`config.mk`:
```
export PLATFORM = sky130hd
export DESIGN_NAME = indexed_list_engine
export DESIGN_NICKNAME = d
export VERILOG_FILES = /design/src/ile_pkg.sv /design/src/ile_ram.sv /design/src/indexed_list_engine.sv
export VERILOG_INCLUDE_DIRS = /design/src /design/src/src
export SDC_FILE = /design/constraint.sdc
export NUM_CORES = 2
export LEC_CHECK = 0
export ABC_AREA = 1
export BUFFER_PORTS_ARGS = -buffer_cell sky130_fd_sc_hd__buf_2
export CORE_MARGIN = 2
export CORE_UTILIZATION = 49
export DETAILED_ROUTE_END_ITERATION = 6
export PLACE_DENSITY_LB_ADDON = 0.15
export SLEW_MARGIN = 20
export SYNTH_ARGS = -nofsm -noshare
export SYNTH_HDL_FRONTEND = slang
export SYNTH_SLANG_ARGS = --single-unit
```
`constraint.sdc`:
```
create_clock -name aclk -period 8.8 [get_ports aclk]
set_clock_uncertainty 0.1 [all_clocks]
set_input_delay 0.44 -clock aclk [delete_from_list [all_inputs] [get_ports aclk]]
set_output_delay 0.44 -clock aclk [all_outputs]
set_load 0.03 [all_outputs]
```
`src/assert_macros.svh`:
```
// ----------------------------------------------------------------------------
// assert_macros.svh
// Concurrent assertion macros shared by the RTL. They are compiled out when
// NO_ASSERTIONS is defined.
// ----------------------------------------------------------------------------
`ifndef ASSERT_MACROS_SVH
`define ASSERT_MACROS_SVH

`ifndef NO_ASSERTIONS

// The consequent must hold in the same cycle as the antecedent.
`define ASSERT_IMPLIES(label, clk, rst_n, ante, cons) \
    label: assert property (@(posedge clk) disable iff (!(rst_n)) (ante) |-> (cons)) \
        else $error("assertion failed: same-cycle implication");

// The consequent must hold in the cycle after the antecedent.
`define ASSERT_NEXT(label, clk, rst_n, ante, cons) \
    label: assert property (@(posedge clk) disable iff (!(rst_n)) (ante) |=> (cons)) \
        else $error("assertion failed: next-cycle implication");

`else

`define ASSERT_IMPLIES(label, clk, rst_n, ante, cons)
`define ASSERT_NEXT(label, clk, rst_n, ante, cons)

`endif

`endif

```
`src/ile_pkg.sv`:
```
// ----------------------------------------------------------------------------
// ile_pkg
// Types and constants shared by the indexed list engine.
// ----------------------------------------------------------------------------
package ile_pkg;

    // Default capacity and stored handle width.
    localparam int DEPTH_DEFAULT        = 64;
    localparam int HANDLE_WIDTH_DEFAULT = 32;

    // Field widths of the transaction payloads.
    localparam int MODE_W     = 3;
    localparam int POSITION_W = 7;
    localparam int HANDLE_W   = 32;
    localparam int STATUS_W   = 2;
    localparam int FOUND_POS_W = 6;
    localparam int COUNT_W    = 7;

    // Operation codes.
    typedef enum logic [MODE_W-1:0] {
        MODE_APPEND = 3'd0,
        MODE_READ   = 3'd1,
        MODE_WRITE  = 3'd2,
        MODE_REMOVE = 3'd3,
        MODE_INSERT = 3'd4,
        MODE_POP    = 3'd5,
        MODE_SEARCH = 3'd6,
        MODE_CLEAR  = 3'd7
    } mode_t;

    // Result status codes.
    typedef enum logic [STATUS_W-1:0] {
        STATUS_OK      = 2'd0,
        STATUS_BAD_POS = 2'd1,
        STATUS_NULL    = 2'd2,
        STATUS_FULL    = 2'd3
    } status_t;

    // Request transaction.
    typedef struct packed {
        mode_t                 mode;
        logic [POSITION_W-1:0] position;
        logic [HANDLE_W-1:0]   handle;
    } in_item_t;

    // Result transaction.
    typedef struct packed {
        status_t                status;
        logic [HANDLE_W-1:0]    read_value;
        logic [FOUND_POS_W-1:0] found_position;
        logic                   found;
        logic [COUNT_W-1:0]     entry_count;
        logic                   is_empty;
    } out_item_t;

endpackage

```
`src/ile_ram.sv`:
```
// ----------------------------------------------------------------------------
// ile_ram
// Simple dual-port RAM: one write port, one read port with registered data.
// ----------------------------------------------------------------------------
module ile_ram #(
    parameter int WIDTH = ile_pkg::HANDLE_WIDTH_DEFAULT,
    parameter int DEPTH = ile_pkg::DEPTH_DEFAULT
) (
    input  logic                     aclk,
    input  logic                     wr_en,
    input  logic [$clog2(DEPTH)-1:0] wr_addr,
    input  logic [WIDTH-1:0]         wr_data,
    input  logic [$clog2(DEPTH)-1:0] rd_addr,
    output logic [WIDTH-1:0]         rd_data
);

    logic [WIDTH-1:0] mem [DEPTH];

    // Write and registered read; a same-address read returns the old word.
    always_ff @(posedge aclk) begin
        if (wr_en) begin
            mem[wr_addr] <= wr_data;
        end
        rd_data <= mem[rd_addr];
    end

endmodule

```
`src/indexed_list_engine.sv`:
```
// ----------------------------------------------------------------------------
// indexed_list_engine
// Ordered list of up to DEPTH nonzero handles held in one block RAM.
// ----------------------------------------------------------------------------
// Usage:
// The s_ channel takes one request transaction (mode, position, handle); the
// m_ channel returns exactly one result transaction for each request, in order.
// Requests are taken one at a time: s_ready is high only while the sequencer
// is idle. Append, write, clear and every rejected request finish in the
// decode step; read waits for the registered RAM data, and pop then moves
// the entries above its position down. Remove, pop, insert and search walk
// through the entries, so they take longer the more entries they move or
// scan; search stops at its first match, and insert at the end of the list
// moves nothing.
// The result sits in an output register; a new request is accepted while it
// waits, and a stalled receiver only holds the sequencer in its final state.
// Reset sets the entry count to zero; the RAM contents are not cleared, and
// positions at or above the count never reach a result.
// ----------------------------------------------------------------------------
`include "assert_macros.svh"

module indexed_list_engine #(
    parameter int DEPTH        = ile_pkg::DEPTH_DEFAULT,
    parameter int HANDLE_WIDTH = ile_pkg::HANDLE_WIDTH_DEFAULT
) (
    input  logic               aclk,
    input  logic               aresetn,
    input  logic               s_valid,
    output logic               s_ready,
    input  ile_pkg::in_item_t  s_data,
    output logic               m_valid,
    input  logic               m_ready,
    output ile_pkg::out_item_t m_data
);

    localparam int AW = $clog2(DEPTH);
    localparam int CW = $clog2(DEPTH + 1);
    localparam int PW = (CW > ile_pkg::POSITION_W) ? CW : ile_pkg::POSITION_W;
    localparam int HW = HANDLE_WIDTH;
    localparam int OW = ile_pkg::HANDLE_W;

    typedef enum logic [5:0] {
        ST_IDLE     = 6'b000001,
        ST_RD_WAIT  = 6'b000010,
        ST_SHIFT_DN = 6'b000100,
        ST_SHIFT_UP = 6'b001000,
        ST_SEARCH   = 6'b010000,
        ST_DONE     = 6'b100000
    } state_t;

    state_t                             state_reg, state_next;
    logic [CW-1:0]                      count_reg, count_next;
    logic [CW-1:0]                      ptr_reg, ptr_next;
    logic                               pend_reg, pend_next;
    logic [AW-1:0]                      pend_addr_reg, pend_addr_next;
    logic [AW-1:0]                      pos_reg, pos_next;
    logic [HW-1:0]                      hnd_reg, hnd_next;
    ile_pkg::mode_t                     mode_reg, mode_next;
    ile_pkg::status_t                   status_reg, status_next;
    logic [OW-1:0]                      rv_reg, rv_next;
    logic [ile_pkg::FOUND_POS_W-1:0]    fpos_reg, fpos_next;
    logic                               found_reg, found_next;
    logic                               m_valid_reg, m_valid_next;
    ile_pkg::out_item_t                 m_data_reg, m_data_next;

    logic          ram_we;
    logic [AW-1:0] ram_wa;
    logic [HW-1:0] ram_wd;
    logic [AW-1:0] ram_ra;
    logic [HW-1:0] ram_rd;

    logic [HW-1:0] h_in;
    logic [PW-1:0] pos_e;
    logic [PW-1:0] cnt_e;
    logic          needs_handle;
    logic          is_full;
    logic          issue;

    // Entry storage.
    ile_ram #(
        .WIDTH(HW),
        .DEPTH(DEPTH)
    ) u_ram (
        .aclk   (aclk),
        .wr_en  (ram_we),
        .wr_addr(ram_wa),
        .wr_data(ram_wd),
        .rd_addr(ram_ra),
        .rd_data(ram_rd)
    );

    // Request decode helpers.
    assign h_in  = HW'({{HW{1'b0}}, s_data.handle});
    assign pos_e = PW'(s_data.position);
    assign cnt_e = PW'(count_reg);
    assign is_full = (count_reg == CW'(DEPTH));
    assign needs_handle = (s_data.mode == ile_pkg::MODE_APPEND) ||
                          (s_data.mode == ile_pkg::MODE_WRITE)  ||
                          (s_data.mode == ile_pkg::MODE_INSERT) ||
                          (s_data.mode == ile_pkg::MODE_SEARCH);

    // Sequencer: decode, walk the RAM, then hand the result to the output.
    always_comb begin
        state_next     = state_reg;
        count_next     = count_reg;
        ptr_next       = ptr_reg;
        pend_next      = 1'b0;
        pend_addr_next = pend_addr_reg;
        pos_next       = pos_reg;
        hnd_next       = hnd_reg;
        mode_next      = mode_reg;
        status_next    = status_reg;
        rv_next        = rv_reg;
        fpos_next      = fpos_reg;
        found_next     = found_reg;
        m_valid_next   = m_valid_reg;
        m_data_next    = m_data_reg;
        ram_we         = 1'b0;
        ram_wa         = '0;
        ram_wd         = '0;
        ram_ra         = '0;
        issue          = 1'b0;

        if (m_valid_reg && m_ready) begin
            m_valid_next = 1'b0;
        end

        unique case (state_reg)
            ST_IDLE: begin
                ram_ra = AW'(s_data.position);
                if (s_valid) begin
                    mode_next   = s_data.mode;
                    hnd_next    = h_in;
                    pos_next    = AW'(pos_e);
                    status_next = ile_pkg::STATUS_OK;
                    rv_next     = '0;
                    fpos_next   = '0;
                    found_next  = 1'b0;
                    state_next  = ST_DONE;
                    if (needs_handle && (h_in == '0)) begin
                        status_next = ile_pkg::STATUS_NULL;
                    end else begin
                        unique case (s_data.mode) inside
                            ile_pkg::MODE_APPEND: begin
                                if (is_full) begin
                                    status_next = ile_pkg::STATUS_FULL;
                                end else begin
                                    ram_we     = 1'b1;
                                    ram_wa     = AW'(count_reg);
                                    ram_wd     = h_in;
                                    count_next = count_reg + CW'(1);
                                end
                            end
                            ile_pkg::MODE_WRITE: begin
                                if (pos_e > cnt_e) begin
                                    status_next = ile_pkg::STATUS_BAD_POS;
                                end else if (pos_e == cnt_e) begin
                                    if (is_full) begin
                                        status_next = ile_pkg::STATUS_FULL;
                                    end else begin
                                        ram_we     = 1'b1;
                                        ram_wa     = AW'(count_reg);
                                        ram_wd     = h_in;
                                        count_next = count_reg + CW'(1);
                                    end
                                end else begin
                                    ram_we = 1'b1;
                                    ram_wa = AW'(pos_e);
                                    ram_wd = h_in;
                                end
                            end
                            ile_pkg::MODE_READ, ile_pkg::MODE_POP: begin
                                if (pos_e >= cnt_e) begin
                                    status_next = ile_pkg::STATUS_BAD_POS;
                                end else begin
                                    state_next = ST_RD_WAIT;
                                end
                            end
                            ile_pkg::MODE_REMOVE: begin
                                if (pos_e >= cnt_e) begin
                                    status_next = ile_pkg::STATUS_BAD_POS;
                                end else begin
                                    ptr_next   = CW'(pos_e + PW'(1));
                                    state_next = ST_SHIFT_DN;
                                end
                            end
                            ile_pkg::MODE_INSERT: begin
                                if (pos_e > cnt_e) begin
                                    status_next = ile_pkg::STATUS_BAD_POS;
                                end else if (is_full) begin
                                    status_next = ile_pkg::STATUS_FULL;
                                end else begin
                                    ptr_next   = count_reg;
                                    state_next = ST_SHIFT_UP;
                                end
                            end
                            ile_pkg::MODE_SEARCH: begin
                                ptr_next   = '0;
                                state_next = ST_SEARCH;
                            end
                            ile_pkg::MODE_CLEAR: begin
                                count_next = '0;
                            end
                        endcase
                    end
                end
            end

            // Read data is back; pop goes on to close the gap.
            ST_RD_WAIT: begin
                rv_next = OW'({{OW{1'b0}}, ram_rd});
                if (mode_reg == ile_pkg::MODE_POP) begin
                    ptr_next   = CW'(pos_reg) + CW'(1);
                    state_next = ST_SHIFT_DN;
                end else begin
                    state_next = ST_DONE;
                end
            end

            // Move entries above the position down by one, read then write.
            ST_SHIFT_DN: begin
                issue  = (ptr_reg < count_reg);
                ram_ra = AW'(ptr_reg);
                if (pend_reg) begin
                    ram_we = 1'b1;
                    ram_wa = pend_addr_reg - AW'(1);
                    ram_wd = ram_rd;
                end
                if (issue) begin
                    pend_next      = 1'b1;
                    pend_addr_next = AW'(ptr_reg);
                    ptr_next       = ptr_reg + CW'(1);
                end else if (!pend_reg) begin
                    count_next = count_reg - CW'(1);
                    state_next = ST_DONE;
                end
            end

            // Move entries from the top down to the position up by one,
            // then place the new handle.
            ST_SHIFT_UP: begin
                issue  = (ptr_reg > CW'(pos_reg));
                ram_ra = AW'(ptr_reg - CW'(1));
                if (pend_reg) begin
                    ram_we = 1'b1;
                    ram_wa = pend_addr_reg + AW'(1);
                    ram_wd = ram_rd;
                end
                if (issue) begin
                    pend_next      = 1'b1;
                    pend_addr_next = AW'(ptr_reg - CW'(1));
                    ptr_next       = ptr_reg - CW'(1);
                end else if (!pend_reg) begin
                    ram_we     = 1'b1;
                    ram_wa     = pos_reg;
                    ram_wd     = hnd_reg;
                    count_next = count_reg + CW'(1);
                    state_next = ST_DONE;
                end
            end

            // Scan from the front; stop at the first match.
            ST_SEARCH: begin
                issue  = (ptr_reg < count_reg);
                ram_ra = AW'(ptr_reg);
                if (pend_reg && (ram_rd == hnd_reg)) begin
                    found_next = 1'b1;
                    fpos_next  = ile_pkg::FOUND_POS_W'(pend_addr_reg);
                    state_next = ST_DONE;
                end else if (issue) begin
                    pend_next      = 1'b1;
                    pend_addr_next = AW'(ptr_reg);
                    ptr_next       = ptr_reg + CW'(1);
                end else if (!pend_reg) begin
                    state_next = ST_DONE;
                end
            end

            // Load the output register once it is free.
            ST_DONE: begin
                if (!m_valid_reg || m_ready) begin
                    m_valid_next               = 1'b1;
                    m_data_next.status         = status_reg;
                    m_data_next.read_value     = rv_reg;
                    m_data_next.found_position = fpos_reg;
                    m_data_next.found          = found_reg;
                    m_data_next.entry_count    = ile_pkg::COUNT_W'(count_reg);
                    m_data_next.is_empty       = (count_reg == '0);
                    state_next                 = ST_IDLE;
                end
            end

            default: begin
                state_next = ST_IDLE;
            end
        endcase
    end

    // Control registers.
    always_ff @(posedge aclk) begin
        if (!aresetn) begin
            state_reg   <= ST_IDLE;
            count_reg   <= '0;
            pend_reg    <= 1'b0;
            m_valid_reg <= 1'b0;
        end else begin
            state_reg   <= state_next;
            count_reg   <= count_next;
            pend_reg    <= pend_next;
            m_valid_reg <= m_valid_next;
        end
    end

    // Payload and working registers.
    always_ff @(posedge aclk) begin
        ptr_reg       <= ptr_next;
        pend_addr_reg <= pend_addr_next;
        pos_reg       <= pos_next;
        hnd_reg       <= hnd_next;
        mode_reg      <= mode_next;
        status_reg    <= status_next;
        rv_reg        <= rv_next;
        fpos_reg      <= fpos_next;
        found_reg     <= found_next;
        m_data_reg    <= m_data_next;
    end

    assign s_ready = (state_reg == ST_IDLE);
    assign m_valid = m_valid_reg;
    assign m_data  = m_data_reg;

    // The entry count never exceeds the capacity.
    `ASSERT_IMPLIES(a_count_range, aclk, aresetn, 1'b1, count_reg <= CW'(DEPTH))
    // A pending RAM read only exists while walking the entries.
    `ASSERT_IMPLIES(a_pend_state, aclk, aresetn, pend_reg, (state_reg == ST_SHIFT_DN) || (state_reg == ST_SHIFT_UP) || (state_reg == ST_SEARCH))
    // A freshly loaded result carries the empty flag of the current count.
    `ASSERT_NEXT(a_result_load, aclk, aresetn, (state_reg == ST_DONE) && (!m_valid_reg || m_ready), m_valid_reg && (m_data_reg.is_empty == (count_reg == '0)))

endmodule

```
==> flow_summary.json <==
{
  "status": "complete, no violations",
  "avgViaCountPerCell": 5.69,
  "tns_ns": 0,
  "setup_viol": 0,
  "rsz0062_at_grt": "no",
  "core_sq_um": 202000,
  "synth.area.top_cells": "edfxtp_1 66%, nand3_1 11%, inv_1 6.1%",
  "post_cts_resized": 0,
  "die_x_um": 454,
  "fin_nets": 9307,
  "antenna_found_initial": 12,
  "synthArstFlopShare": 0,
  "insertion_delay_ns": 0.89,
  "place_inst": 11600,
  "numCtsBuffers": 232,
  "ctsHoldBuffers": 44,
  "vias": 68900,
  "max_freq_ghz": 0.175,
  "cts_tree": "built",
  "crit_required_ns": 9.19,
  "yosys_register_bits": 2239,
  "instances_no_fill": 12100,
  "start_kind": "flop",
  "avgSynthCellArea_sq_um": 10.8,
  "powerDensity_nw_per_um2": 258,
  "drive_gt1_frac": 0.0747,
  "drt_wl_total_mm": 310,
  "seq_area_frac_synth": 0.672,
  "synth-edff-count": 2192,
  "post_cts_buffers": 0,
  "max_stage_delay_ns": 1.12,
  "fin_crit_sh": 0.649,
  "ys.flop_type": "edfxtp_1",
  "multi_input_area_sq_um": 24800,
  "grt_max_degree": 177,
  "hold_slack_ns": 0.130,
  "yosys.area.top_type": "edfxtp_1",
  "min_path_type": "input port to flop",
  "synth_fp_nets": 9315,
  "ant_nets": 0,
  "leakage_nw": 44.1,
  "crit_slowest_cell": "nor2_4",
  "total_power_w": 0.0286,
  "grt_pass1_vias": 64200,
  "largest_register_ffs": 2048,
  "post-route-util": 0.548,
  "place.gp.congestion": 0.914,
  "dieArea_sq_um": 206000,
  "cp_num_buf_inv": 1,
  "synth_warnings": 0,
  "ios": 97,
  "slew_headroom": 0.228,
  "cp.arrival_ns": 6.10,
  "grt_pass1_wl_mm": 448,
  "grt.total_usage": 0.296,
  "maxCapViolCount": 0,
  "port_buffers": 96,
  "regArea_sq_um": 66800,
  "fin_crit_ns": 5.71,
  "synth.top_cell.area_share": 0.662,
  "dp_hpwl_mm": 171,
  "netlist_instances": 9242,
  "drt_iter0_markers": 8675,
  "drv_slew": 0,
  "grt_overflow_total": 0,
  "crit_chain": "clkinv_1, ha_1, nand2_1, nor2_1, nand4_2, nand3_1, o22ai_1, nand2_1, o21ai_0, a21oi_1, nand3_1, nor2_4",
  "cp-end-kind": "flop",
  "rows": 165,
  "hold_viol_final": 0,
  "dieHeight_um": 454,
  "path_delay_family": "simple AND/OR/NAND/NOR gates",
  "clkSinkCount": 2239,
  "ir_worst_vdd_mv": 0.238,
  "synth_cell_type_count": 51,
  "netlist_area_sq_um": 99400,
  "crit_type": "flop to flop",
  "wl_per_cell_um": 25.6,
  "drc_errors": 0,
  "area_delta_synth_final_pct": 11.4,
  "crit_fanout": 32,
  "worst_pin_slew_ns": 1.16,
  "htree_levels": 4,
  "clk_pin_slew_ns": 0.06,
  "cts_root_buffer": "clkbuf_16",
  "nFillCells": 17200,
  "start_util": 0.492,
  "cts_buffer_depth": 3,
  "drt_first_pass_iters": 6
}
[final timing paths]
check / startpoint / end / slack (ns) / cells after the start
max: cnt_e[4]$_SDFFE_PN0P_ / u_ram.mem[34][16]$_DFFE_PP_ / 3.09 / 12
min: s_valid / mode_reg[0]$_DFFE_PP_ / 0.13 / 3
max reg2reg: cnt_e[4]$_SDFFE_PN0P_ / u_ram.mem[34][16]$_DFFE_PP_ / 3.09 / 12
min reg2reg: found_reg$_DFFE_PP_ / m_data[8]$_DFFE_PP_ / 0.29 / 0
[layout by cell type (no fill, tap or decap), types with 13 or more instances in the layout]
cell type / instances
o221ai_4: 17
ha_1: 27
o22ai_1: 13
nand3b_1: 517
dfxtp_1: 47
nand4_1: 23
clkbuf_16: 236
clkinv_1: 56
edfxtp_1: 2192
dlygate4sd3_1: 44
a21oi_1: 42
clkinv_2: 47
nor2_4: 72
buf_4: 136
nand2_1: 1603
xnor2_1: 13
o21ai_0: 55
buf_12: 21
inv_1: 1620
nand3_1: 2204
o211ai_1: 21
nor2_1: 128
buf_2: 96
clkbuf_1: 62
bufinv_16: 13
nor3_1: 18
[worst reg2reg max path: stages, from the launching register on]
cell      delay, ns
dfxtp_1        0.48
clkinv_1       0.34
ha_1           0.41
nand2_1        0.07
nor2_1         0.15
nand4_2        0.24
nand3_1        0.34
o22ai_1        0.11
nand2_1        0.07
o21ai_0        0.15
a21oi_1        0.81
nand3_1        0.93
nor2_4         1.13
[cells by family (layout without fill, tap and decap cells)]
| logic type | Yosys count | count (layout) | synth area share |
|---|---|---|---|
| and+or+nand+nor | 4598 | 4598 | 0.224 |
| xor gates and xnor gates | 25 | 25 | 0.00220 |
| other | 0 | 3 | 0 |
| buffers and inverters | 2174 | 2367 | 0.0877 |
| AOI/OAI and AO/OA | 179 | 179 | 0.0111 |
| DFF | 2239 | 2239 | 0.672 |
| adders and majority gates | 27 | 27 | 0.00340 |
[layout make-up]
class | instances | area share
Antenna cell | 3 | 0.0000678
Clock buffer | 306 | 0.0564
Clock inverter | 129 | 0.00945
Inverter | 1635 | 0.0557
Multi-Input combinational cell | 4829 | 0.224
Sequential cell | 2239 | 0.603
Tap cell | 2672 | 0.0302
Timing Repair Buffer | 297 | 0.0213
[per-layer routing]
metal | track usage | routed length, um
met3 | 0.0535 | 28800
met4 | 0.122 | 13600
met1 | 0.419 | 128000
met2 | 0.453 | 139000
met5 | 0 | 13
[Yosys cell counts, drive strengths merged (25+ instances only)]
cell type / number
nand3: 2210
edfxtp: 2192
inv: 1633
nand2: 1613
nand3b: 517
buf: 404
nor2: 203
clkbuf: 135
o21ai: 62
dfxtp: 47
a21oi: 43
ha: 27
nand4: 25
[power by group]
group / internal [W] / switching (W) / leakage (nW)
Clock: 0.00535 / 0.00419 / 3.57
Sequential: 0.0119 / 0.000293 / 22.4
Combinational: 0.00170 / 0.00512 / 18.1
Total: 0.0190 / 0.00960 / 44.1
[metrics by stage]
stage / setup WS [ns] / area [sq um]
floorplan: 4.51 / 99400
detailed placement: 3.01 / 103000
CTS: 3.03 / 111000
global route: 2.69 / 111000
global placement: 3.06 / 103000
finish: 3.09 / 111000
No activity file was read; power rests on OpenSTA's default activity.
